### src/rtl/core/sesm_pkg.sv
`default_nettype none
// ----------------------------------------------------------------------------
// sesm_pkg
// Types and codes shared by the safety event state machine core.
// ----------------------------------------------------------------------------
package sesm_pkg;

	// number of fault codes; raised codes must lie below this
	localparam logic [4:0] NUM_FAULT_CODES = 5'd8;

	// event kinds
	localparam logic [3:0] EV_MOVE     = 4'd0;
	localparam logic [3:0] EV_HOLD     = 4'd1;
	localparam logic [3:0] EV_COMPLETE = 4'd2;
	localparam logic [3:0] EV_HEARTBT  = 4'd3;
	localparam logic [3:0] EV_STOP     = 4'd4;
	localparam logic [3:0] EV_WATCHDOG = 4'd5;
	localparam logic [3:0] EV_RAISE    = 4'd6;
	localparam logic [3:0] EV_RESET    = 4'd7;

	// safety states
	localparam logic [1:0] ST_IDLE  = 2'd0;
	localparam logic [1:0] ST_EXEC  = 2'd1;
	localparam logic [1:0] ST_STOP  = 2'd2;
	localparam logic [1:0] ST_FAULT = 2'd3;

	// device modes
	localparam logic [2:0] MD_IDLE    = 3'd0;
	localparam logic [2:0] MD_MOVING  = 3'd1;
	localparam logic [2:0] MD_HOLDING = 3'd2;
	localparam logic [2:0] MD_STOPPED = 3'd3;
	localparam logic [2:0] MD_FAULTED = 3'd4;

	// fault codes
	localparam logic [3:0] FC_NONE      = 4'd0;
	localparam logic [3:0] FC_MALFORMED = 4'd1;
	localparam logic [3:0] FC_STOP_REJ  = 4'd2;
	localparam logic [3:0] FC_WATCHDOG  = 4'd3;

	// result codes
	localparam logic RC_ACCEPTED = 1'b0;
	localparam logic RC_REJECTED = 1'b1;

	// reason codes
	localparam logic [2:0] RS_NONE      = 3'd0;
	localparam logic [2:0] RS_BAD_ARG   = 3'd1;
	localparam logic [2:0] RS_BAD_TRANS = 3'd2;
	localparam logic [2:0] RS_UNAUTH    = 3'd3;
	localparam logic [2:0] RS_CAUSE     = 3'd4;
	localparam logic [2:0] RS_STOP_REJ  = 3'd5;
	localparam logic [2:0] RS_BAD_EVENT = 3'd6;

	typedef struct packed {
		logic [3:0] req_type;
		logic [3:0] raised_fault;
		logic       reset_auth;
		logic       cause_clear;
	} req_t;

	typedef struct packed {
		logic       verdict;
		logic [2:0] reason_code;
		logic [1:0] prior_state;
		logic [1:0] new_state;
		logic [2:0] new_mode;
		logic [3:0] latched_fault;
		logic [3:0] response_fault;
		logic       exec_active;
		logic       safe_outputs;
	} rsp_t;

endpackage
`default_nettype wire

### src/rtl/core/sesm_req_if.sv
`default_nettype none
// ----------------------------------------------------------------------------
// sesm_req_if
// Event channel: one event item per valid/ready handshake.
// ----------------------------------------------------------------------------
interface sesm_req_if;
	logic       valid;
	logic       ready;
	logic [3:0] req_type;
	logic [3:0] raised_fault;
	logic       reset_auth;
	logic       cause_clear;

	modport source (
		output valid, req_type, raised_fault, reset_auth, cause_clear,
		input  ready
	);

	modport sink (
		input  valid, req_type, raised_fault, reset_auth, cause_clear,
		output ready
	);
endinterface
`default_nettype wire

### src/rtl/core/sesm_rsp_if.sv
`default_nettype none
// ----------------------------------------------------------------------------
// sesm_rsp_if
// Result channel: one result item per valid/ready handshake.
// ----------------------------------------------------------------------------
interface sesm_rsp_if;
	logic       valid;
	logic       ready;
	logic       verdict;
	logic [2:0] reason_code;
	logic [1:0] prior_state;
	logic [1:0] new_state;
	logic [2:0] new_mode;
	logic [3:0] latched_fault;
	logic [3:0] response_fault;
	logic       exec_active;
	logic       safe_outputs;

	modport source (
		output valid, verdict, reason_code, prior_state, new_state, new_mode,
		       latched_fault, response_fault, exec_active, safe_outputs,
		input  ready
	);

	modport sink (
		input  valid, verdict, reason_code, prior_state, new_state, new_mode,
		       latched_fault, response_fault, exec_active, safe_outputs,
		output ready
	);
endinterface
`default_nettype wire

### src/rtl/core/sesm_in_stage.sv
`default_nettype none
// ----------------------------------------------------------------------------
// sesm_in_stage
// Input register for event items.
// ----------------------------------------------------------------------------
module sesm_in_stage (
	input  wire logic          clk,
	input  wire logic          arst_n,
	input  wire logic          in_valid,
	output logic               in_ready,
	input  wire sesm_pkg::req_t in_data,
	input  wire logic          advance,
	output logic               valid_s1,
	output sesm_pkg::req_t     req_s1
);

	// register frees up when its item moves on in this cycle
	assign in_ready = !valid_s1 || advance;

	always_ff @(posedge clk or negedge arst_n) begin
		if (!arst_n) begin
			valid_s1 <= 1'b0;
		end else if (in_ready) begin
			valid_s1 <= in_valid;
		end
	end

	always_ff @(posedge clk) begin
		if (in_valid && in_ready) begin
			req_s1 <= in_data;
		end
	end

endmodule
`default_nettype wire

### src/rtl/core/sesm_fsm.sv
`default_nettype none
// ----------------------------------------------------------------------------
// sesm_fsm
// Safety state, mode and fault latch, with the per-event decision logic.
// ----------------------------------------------------------------------------
module sesm_fsm (
	input  wire logic           clk,
	input  wire logic           arst_n,
	input  wire logic           advance,
	input  wire sesm_pkg::req_t req_s1,
	output sesm_pkg::rsp_t      rsp_d
);

	logic [1:0] state_q;
	logic [2:0] mode_q;
	logic [3:0] latch_q;
	logic [1:0] state_d;
	logic [2:0] mode_d;
	logic [3:0] latch_d;
	logic       rej;
	logic [2:0] reason;
	logic [3:0] resp_fault;
	logic       keep_latch;
	logic       raise_ok;

	function automatic logic code_active(input logic [3:0] code);
		code_active = (code != sesm_pkg::FC_NONE) &&
		              ({1'b0, code} < sesm_pkg::NUM_FAULT_CODES);
	endfunction

	// first fault wins while already faulted with an active latch
	assign keep_latch = (state_q == sesm_pkg::ST_FAULT) && code_active(latch_q);
	assign raise_ok   = code_active(req_s1.raised_fault) &&
	                    (req_s1.raised_fault != sesm_pkg::FC_STOP_REJ);

	always_comb begin
		state_d    = state_q;
		mode_d     = mode_q;
		latch_d    = latch_q;
		rej        = sesm_pkg::RC_ACCEPTED;
		reason     = sesm_pkg::RS_NONE;
		resp_fault = sesm_pkg::FC_NONE;
		unique case (req_s1.req_type)
			sesm_pkg::EV_MOVE, sesm_pkg::EV_HOLD: begin
				if (state_q != sesm_pkg::ST_IDLE) begin
					state_d    = sesm_pkg::ST_FAULT;
					mode_d     = sesm_pkg::MD_FAULTED;
					latch_d    = keep_latch ? latch_q : sesm_pkg::FC_MALFORMED;
					rej        = sesm_pkg::RC_REJECTED;
					reason     = sesm_pkg::RS_BAD_TRANS;
					resp_fault = sesm_pkg::FC_MALFORMED;
				end else begin
					state_d = sesm_pkg::ST_EXEC;
					mode_d  = (req_s1.req_type == sesm_pkg::EV_MOVE) ?
					          sesm_pkg::MD_MOVING : sesm_pkg::MD_HOLDING;
					latch_d = sesm_pkg::FC_NONE;
				end
			end
			sesm_pkg::EV_COMPLETE: begin
				if (state_q != sesm_pkg::ST_EXEC) begin
					rej    = sesm_pkg::RC_REJECTED;
					reason = sesm_pkg::RS_BAD_TRANS;
				end else begin
					state_d = sesm_pkg::ST_IDLE;
					mode_d  = sesm_pkg::MD_IDLE;
					latch_d = sesm_pkg::FC_NONE;
				end
			end
			sesm_pkg::EV_HEARTBT: begin
				if (state_q == sesm_pkg::ST_FAULT) begin
					rej        = sesm_pkg::RC_REJECTED;
					reason     = sesm_pkg::RS_BAD_TRANS;
					resp_fault = latch_q;
				end
			end
			sesm_pkg::EV_STOP: begin
				if (state_q == sesm_pkg::ST_FAULT) begin
					rej        = sesm_pkg::RC_REJECTED;
					reason     = sesm_pkg::RS_STOP_REJ;
					resp_fault = sesm_pkg::FC_STOP_REJ;
				end else begin
					state_d = sesm_pkg::ST_STOP;
					mode_d  = sesm_pkg::MD_STOPPED;
					latch_d = sesm_pkg::FC_NONE;
				end
			end
			sesm_pkg::EV_WATCHDOG: begin
				state_d    = sesm_pkg::ST_FAULT;
				mode_d     = sesm_pkg::MD_FAULTED;
				latch_d    = keep_latch ? latch_q : sesm_pkg::FC_WATCHDOG;
				resp_fault = sesm_pkg::FC_WATCHDOG;
			end
			sesm_pkg::EV_RAISE: begin
				state_d = sesm_pkg::ST_FAULT;
				mode_d  = sesm_pkg::MD_FAULTED;
				if (!raise_ok) begin
					latch_d    = keep_latch ? latch_q : sesm_pkg::FC_MALFORMED;
					rej        = sesm_pkg::RC_REJECTED;
					reason     = sesm_pkg::RS_BAD_ARG;
					resp_fault = sesm_pkg::FC_MALFORMED;
				end else begin
					latch_d    = keep_latch ? latch_q : req_s1.raised_fault;
					resp_fault = req_s1.raised_fault;
				end
			end
			sesm_pkg::EV_RESET: begin
				priority if (!req_s1.reset_auth) begin
					rej    = sesm_pkg::RC_REJECTED;
					reason = sesm_pkg::RS_UNAUTH;
				end else if (!req_s1.cause_clear) begin
					rej    = sesm_pkg::RC_REJECTED;
					reason = sesm_pkg::RS_CAUSE;
				end else if (state_q == sesm_pkg::ST_EXEC) begin
					state_d    = sesm_pkg::ST_FAULT;
					mode_d     = sesm_pkg::MD_FAULTED;
					latch_d    = sesm_pkg::FC_MALFORMED;
					rej        = sesm_pkg::RC_REJECTED;
					reason     = sesm_pkg::RS_BAD_TRANS;
					resp_fault = sesm_pkg::FC_MALFORMED;
				end else begin
					state_d = sesm_pkg::ST_IDLE;
					mode_d  = sesm_pkg::MD_IDLE;
					latch_d = sesm_pkg::FC_NONE;
				end
			end
			default: begin
				// unknown event kind
				state_d    = sesm_pkg::ST_FAULT;
				mode_d     = sesm_pkg::MD_FAULTED;
				latch_d    = keep_latch ? latch_q : sesm_pkg::FC_MALFORMED;
				rej        = sesm_pkg::RC_REJECTED;
				reason     = sesm_pkg::RS_BAD_EVENT;
				resp_fault = sesm_pkg::FC_MALFORMED;
			end
		endcase
	end

	always_comb begin
		rsp_d.verdict        = rej;
		rsp_d.reason_code    = reason;
		rsp_d.prior_state    = state_q;
		rsp_d.new_state      = state_d;
		rsp_d.new_mode       = mode_d;
		rsp_d.latched_fault  = latch_d;
		rsp_d.response_fault = resp_fault;
		rsp_d.exec_active    = (state_d == sesm_pkg::ST_EXEC);
		rsp_d.safe_outputs   = (state_d != sesm_pkg::ST_EXEC);
	end

	always_ff @(posedge clk or negedge arst_n) begin
		if (!arst_n) begin
			state_q <= sesm_pkg::ST_IDLE;
			mode_q  <= sesm_pkg::MD_IDLE;
			latch_q <= sesm_pkg::FC_NONE;
		end else if (advance) begin
			state_q <= state_d;
			mode_q  <= mode_d;
			latch_q <= latch_d;
		end
	end

endmodule
`default_nettype wire

### src/rtl/core/sesm_out_stage.sv
`default_nettype none
// ----------------------------------------------------------------------------
// sesm_out_stage
// Result register; holds a result item until the receiver takes it.
// ----------------------------------------------------------------------------
module sesm_out_stage (
	input  wire logic           clk,
	input  wire logic           arst_n,
	input  wire logic           valid_s1,
	input  wire sesm_pkg::rsp_t rsp_d,
	input  wire logic           out_ready,
	output logic                out_valid,
	output sesm_pkg::rsp_t      rsp_s2,
	output logic                advance
);

	logic valid_s2;

	assign advance   = valid_s1 && (!valid_s2 || out_ready);
	assign out_valid = valid_s2;

	always_ff @(posedge clk or negedge arst_n) begin
		if (!arst_n) begin
			valid_s2 <= 1'b0;
		end else if (!valid_s2 || out_ready) begin
			valid_s2 <= valid_s1;
		end
	end

	always_ff @(posedge clk) begin
		if (advance) begin
			rsp_s2 <= rsp_d;
		end
	end

endmodule
`default_nettype wire

### src/rtl/core/safety_event_state_machine_core.sv
`default_nettype none
// ----------------------------------------------------------------------------
// safety_event_state_machine_core
// Fail-closed safety state machine: one result item for every event item.
// ----------------------------------------------------------------------------
// Events arrive on the req channel and results leave on the rsp channel,
// both valid/ready; an item moves when valid and ready are high at a clock
// edge. Every event gives exactly one result, in order.
// A taken event waits in the input register until the result register is
// free; the decision logic then loads the result register and updates the
// safety state, mode and fault latch, and the result is held there until
// it is taken. Throughput is one event per cycle while results are taken,
// as the next-state logic reads the state registers that it writes.
// While the receiver stalls, the result register holds its item and the
// input register can still take one more event; after that req.ready drops
// until the result is taken.
// arst_n clears both stages and puts the block in idle, mode idle, with no
// fault latched.
// ----------------------------------------------------------------------------
module safety_event_state_machine_core (
	input wire logic   clk,
	input wire logic   arst_n,
	sesm_req_if.sink   req,
	sesm_rsp_if.source rsp
);

	sesm_pkg::req_t in_data;
	sesm_pkg::req_t req_s1;
	sesm_pkg::rsp_t rsp_d;
	sesm_pkg::rsp_t rsp_s2;
	logic           valid_s1;
	logic           advance;

	always_comb begin
		in_data.req_type     = req.req_type;
		in_data.raised_fault = req.raised_fault;
		in_data.reset_auth   = req.reset_auth;
		in_data.cause_clear  = req.cause_clear;
	end

	sesm_in_stage u_in (
		.clk      (clk),
		.arst_n   (arst_n),
		.in_valid (req.valid),
		.in_ready (req.ready),
		.in_data  (in_data),
		.advance  (advance),
		.valid_s1 (valid_s1),
		.req_s1   (req_s1)
	);

	sesm_fsm u_fsm (
		.clk     (clk),
		.arst_n  (arst_n),
		.advance (advance),
		.req_s1  (req_s1),
		.rsp_d   (rsp_d)
	);

	sesm_out_stage u_out (
		.clk       (clk),
		.arst_n    (arst_n),
		.valid_s1  (valid_s1),
		.rsp_d     (rsp_d),
		.out_ready (rsp.ready),
		.out_valid (rsp.valid),
		.rsp_s2    (rsp_s2),
		.advance   (advance)
	);

	assign rsp.verdict        = rsp_s2.verdict;
	assign rsp.reason_code    = rsp_s2.reason_code;
	assign rsp.prior_state    = rsp_s2.prior_state;
	assign rsp.new_state      = rsp_s2.new_state;
	assign rsp.new_mode       = rsp_s2.new_mode;
	assign rsp.latched_fault  = rsp_s2.latched_fault;
	assign rsp.response_fault = rsp_s2.response_fault;
	assign rsp.exec_active    = rsp_s2.exec_active;
	assign rsp.safe_outputs   = rsp_s2.safe_outputs;

endmodule
`default_nettype wire

### src/flat_wrapper.sv
// flat-port wrapper written by rule: the top's interface ports become plain ports
module safety_event_state_machine_core_flat 
  (clk, arst_n, req_valid, req_req_type, req_raised_fault, req_reset_auth, req_cause_clear, req_ready, rsp_valid, rsp_verdict, rsp_reason_code, rsp_prior_state, rsp_new_state, rsp_new_mode, rsp_latched_fault, rsp_response_fault, rsp_exec_active, rsp_safe_outputs, rsp_ready);
  sesm_req_if req_i ();
  sesm_rsp_if rsp_i ();
  input wire logic clk;
  input wire logic arst_n;
  input wire logic [$bits(req_i.valid)-1:0] req_valid;
  input wire logic [$bits(req_i.req_type)-1:0] req_req_type;
  input wire logic [$bits(req_i.raised_fault)-1:0] req_raised_fault;
  input wire logic [$bits(req_i.reset_auth)-1:0] req_reset_auth;
  input wire logic [$bits(req_i.cause_clear)-1:0] req_cause_clear;
  output wire logic [$bits(req_i.ready)-1:0] req_ready;
  output wire logic [$bits(rsp_i.valid)-1:0] rsp_valid;
  output wire logic [$bits(rsp_i.verdict)-1:0] rsp_verdict;
  output wire logic [$bits(rsp_i.reason_code)-1:0] rsp_reason_code;
  output wire logic [$bits(rsp_i.prior_state)-1:0] rsp_prior_state;
  output wire logic [$bits(rsp_i.new_state)-1:0] rsp_new_state;
  output wire logic [$bits(rsp_i.new_mode)-1:0] rsp_new_mode;
  output wire logic [$bits(rsp_i.latched_fault)-1:0] rsp_latched_fault;
  output wire logic [$bits(rsp_i.response_fault)-1:0] rsp_response_fault;
  output wire logic [$bits(rsp_i.exec_active)-1:0] rsp_exec_active;
  output wire logic [$bits(rsp_i.safe_outputs)-1:0] rsp_safe_outputs;
  input wire logic [$bits(rsp_i.ready)-1:0] rsp_ready;
  assign req_i.valid = req_valid;
  assign req_i.req_type = req_req_type;
  assign req_i.raised_fault = req_raised_fault;
  assign req_i.reset_auth = req_reset_auth;
  assign req_i.cause_clear = req_cause_clear;
  assign req_ready = req_i.ready;
  assign rsp_valid = rsp_i.valid;
  assign rsp_verdict = rsp_i.verdict;
  assign rsp_reason_code = rsp_i.reason_code;
  assign rsp_prior_state = rsp_i.prior_state;
  assign rsp_new_state = rsp_i.new_state;
  assign rsp_new_mode = rsp_i.new_mode;
  assign rsp_latched_fault = rsp_i.latched_fault;
  assign rsp_response_fault = rsp_i.response_fault;
  assign rsp_exec_active = rsp_i.exec_active;
  assign rsp_safe_outputs = rsp_i.safe_outputs;
  assign rsp_i.ready = rsp_ready;
  safety_event_state_machine_core u_core (.clk(clk), .arst_n(arst_n), .req(req_i), .rsp(rsp_i));
endmodule
### config.mk
export PLATFORM = sky130hd
export DESIGN_NAME = safety_event_state_machine_core_flat
export DESIGN_NICKNAME = d
export VERILOG_FILES = /design/src/rtl/core/sesm_pkg.sv /design/src/rtl/core/sesm_req_if.sv /design/src/rtl/core/sesm_rsp_if.sv /design/src/rtl/core/sesm_in_stage.sv /design/src/rtl/core/sesm_fsm.sv /design/src/rtl/core/sesm_out_stage.sv /design/src/rtl/core/safety_event_state_machine_core.sv /design/src/flat_wrapper.sv
export SDC_FILE = /design/constraint.sdc
export NUM_CORES = 1
export LEC_CHECK = 0
export ABC_CLOCK_PERIOD_IN_PS = 3300
export BUFFER_PORTS_ARGS = -buffer_cell sky130_fd_sc_hd__buf_2
export CORE_MARGIN = 2
export CORE_UTILIZATION = 59
export CTS_BUF_LIST = sky130_fd_sc_hd__clkbuf_16
export DETAILED_ROUTE_END_ITERATION = 8
export GPL_ROUTABILITY_DRIVEN = 0
export GPL_TIMING_DRIVEN = 0
export PLACE_DENSITY = 0.95
export SETUP_SLACK_MARGIN = 0.2
export SYNTH_ARGS = -nofsm -noshare
export SYNTH_HDL_FRONTEND = slang
export SYNTH_HIERARCHICAL = 1
export SYNTH_SLANG_ARGS = --single-unit
### constraint.sdc
create_clock -name clk -period 3.3 [get_ports clk]
set_input_delay 0.825 -clock clk [delete_from_list [all_inputs] [get_ports clk]]
set_output_delay 0.825 -clock clk [all_outputs]
set_load 0.01 [all_outputs]
==> out/metrics.csv <==
metric;value;unit
PostCTS Resize Cnt;1;
WL/cell;15.35;um
non-filler cells, final;264;
initial core utilization;0.6168;
largest net degree at the start of global routing;26;
Max Cap Viol;0;
Worst R2R Path Depth;6;
Top Ports;37;
Clock Tree Buf Depth;2;
Yosys top cell by area;edfxtp_1;
H-Tree Depth;2;
Tot GR Track Use;0.2214;
antenna violations before repair;0;
Clock Skews;0.005982;ns
layout cell share with drive strength beyond 1;0.2936;
Die Footprint;0.004006;mm2
commonest non-fill, non-tap cell in the layout;buf_2;
Final TNS setup;0;ns
Via density;5.905;
DRT Pass-1 Iters;4;
Synth top area share;0.4487;
Slew Limit Fails;0;
Startpoint Class;input pin;
final worst-path cycle share;0.8218;
# Post-CTS Setup Buffers;0;
post-route ant nets;0;
Layout area overhead;18.15;%
async set-reset flop share out of synthesis;0.2619;
synthesized area;0.002074;mm2
combinational family with the most area after synthesis;simple AND/OR/NAND/NOR gates;
Worst path max stage delay;0.51;ns
leakage power;1.016;nW
routed vias;1559;
Total Wirelength;4052;um
relative slew slack;0.6222;
sequential area share after synthesis;0.5814;
CP Depth;5;
Primary FF master, synth;edfxtp_1;
compound-gate portion of the synthesized area;0.1659;
post-synthesis register bit count;42;
Reg clk slew, reported paths;0.06;ns
first-pass GRT wire length;6658;um
Starting DRT DRC Count;82;
switching power;0.4020;mW
data required time of the critical path;2.47;ns
Placed Cells;256;
Die Wd;63.30;um
RSZ-0062 raised after global routing;no;
kind of cell adding the most delay to the critical path;simple AND/OR/NAND/NOR gates;
WS Path Type;input pin to output pin;
most frequent cells in the layout;buf_2 (41), edfxtp_1 (31), nand2_1 (17), o21ai_0 (14), dfrtp_1 (11);
clk_lat worst skew;0.28;ns
Reg power frac;0.480;
Worst Tran Pin Value;0.5668;ns
outcome;finished, final reports clean;
Post-Syn Instances;174;
post-synthesis mux area share;0.005428;
XOR/XNOR Fraction of Synth Area;0.008444;
Syn Area/Cell;11.92;um2
arrival time at the worst endpoint;1.89;ns
CTS root buf;clkbuf_16;
Fin. Hold Viols;0;
CTS tree;yes;
CP Cell Sequence;buf_2, nand2b_1, and2_2, nand2b_4, buf_2;
Fmax achieved;368.7;MHz
core area;0.003363;mm2
Clk pwr share;0.310;
P_int;1.046;mW
CTS Hold Bufs;0;
synth warn;6;
cts bufs inserted;5;
CTS Sinks;42;
# diodes;0;
number of synthesized flops with an enable pin;31;
combinational power share;0.210;
sw frac;0.2776;
Setup violations, final;0;
syn nets;188;
Remaining DRCs;0;
Post-Route Utilization;0.7288;
dpl hpwl;2836;um
Power Dens Cells;590.7;mW/mm2
hold crit path type;input pin to async pin;
Synth area leaders;edfxtp_1 (45%), dfrtp_1 (13%), o21ai_0 (3.4%);
Worst VDD drop;364.1;uV
die height;63.30;um
Nets;231;
worst-path cell with the longest stage delay;and2_2;
Synth cell types;60;
WP buf/inv;2;
Tmin final;2.712;ns
adder-cell share of the synthesized area;0.004825;
vias in the first global route;1431;
Worst Setup End Kind;output pin;
Most common cell on crit path;buf_2;
number of port buffers;36;
# rows;21;
global route overflow;0;
Synth Area in Simple Gates;0.1894;
Worst Path Max Fanout;25;
[logic make-up (layout without fill, tap and decap cells)]
family,count (synthesis),after routing
AND/OR/NAND/NOR,62,62
AO/OA/AOI/OAI,47,47
flip-flops,42,42
buffers and inverters,19,63
XOR/XNOR,2,2
adder cells (fa/ha/maj),1,1
multiplexers,1,1
[through the flow]
stage	setup slack (ns)	cell area (um2)	total power [mW]	hold WS [ns]
final	0.5879	2451	1.448	0.4052
after global routing	0.4686	2451	1.520	0.4202
after CTS	0.5709	2451	1.453	0.4085
after detailed placement	0.1675	2312	1.001	0.4382
after global placement	0.1891	2312	0.9868	0.4254
after floorplan	0.6293	2074	0.9071	0.4196
[cells in the mapped netlist, drive strengths merged, types with 2 or more instances]
cell and n:
a211o 2, a211oi 2, a21boi 2, a21oi 7, a221oi 2, a22o 2, and2 4, and2b 2
and3 3, buf 8, clkbuf 2, dfrtp 11, edfxtp 31, inv 9, nand2 17, nand2b 6
nand3 2, nand4 2, nor2 6, nor2b 4, nor3 3, nor4 2, o211ai 2, o21ai 14
o21bai 2, o32ai 2, or2 3
[worst register-to-register path: stages (launching register included)]
cell and delay [ns]:
edfxtp_1 0.44, buf_2 0.21, and4b_1 0.28, nand4_1 0.23
nand2_1 0.14, a211o_1 0.33, or2_1 0.23
[area by class of cell]
type                            instances  area, um2
Fill cell                             253      912.1
Tap cell                               46      57.56
Multi-Input combinational cell        113      777.0
Sequential cell                        42       1206
Inverter                                9      33.78
Timing Repair Buffer                   36      180.2
Buffer                                 10      58.81
Clock inverter                          3      12.51
Clock buffer                            5      125.1
[registers in the layout (all words and copies together), names as in the netlist]
| signal | cells |
|---|---|
| u_core/u_fsm/latch_q | 4 |
| u_core/u_fsm/mode_q | 3 |
| u_core/u_fsm/state_q | 2 |
| u_core/u_in/req_s1 | 10 |
| u_core/u_in/valid_s1 | 1 |
| u_core/u_out/out_valid | 1 |
| u_core/u_out/rsp_s2 | 21 |
[power groups by stage]
stage / Combinational (mW) / Sequential (mW) / Clock, mW
after floorplan: 0.194 / 0.713 / 0
after global placement: 0.286 / 0.701 / 0
after detailed placement: 0.296 / 0.705 / 0
after CTS: 0.300 / 0.695 / 0.459
after global routing: 0.332 / 0.705 / 0.483
final: 0.304 / 0.696 / 0.449
[metal layers]
layer | global-route usage | wire [um] | part of all wire | vias to the layer above
met4 | 0.08696 | 125 | 0.031 | 0
met5 | 0 | 0 | 0 | -
met3 | 0.07321 | 315 | 0.078 | 12
met1 | 0.2819 | 1648 | 0.41 | 736
met2 | 0.3524 | 1962 | 0.48 | 79
li1 | - | - | - | 732
[final timing paths]
kind	start	end	slack, ns
min in group clk	u_core/u_fsm/state_q[0]$_DFFE_PN0P_	u_core/u_out/rsp_s2[15]$_DFFE_PP_	0.46
worst min register to register	u_core/u_fsm/state_q[0]$_DFFE_PN0P_	u_core/u_out/rsp_s2[15]$_DFFE_PP_	0.46
worst max-delay path	rsp_ready	req_ready	0.59
worst min-delay path	arst_n	u_core/u_fsm/mode_q[1]$_DFFE_PN0P_	0.41
worst max register to register	u_core/u_in/req_s1[6]$_DFFE_PP_	u_core/u_out/rsp_s2[0]$_DFFE_PP_	1.20
max in group asynchronous	arst_n	u_core/u_fsm/latch_q[0]$_DFFE_PN0P_	2.69
(Power assumes the default switching activity.)
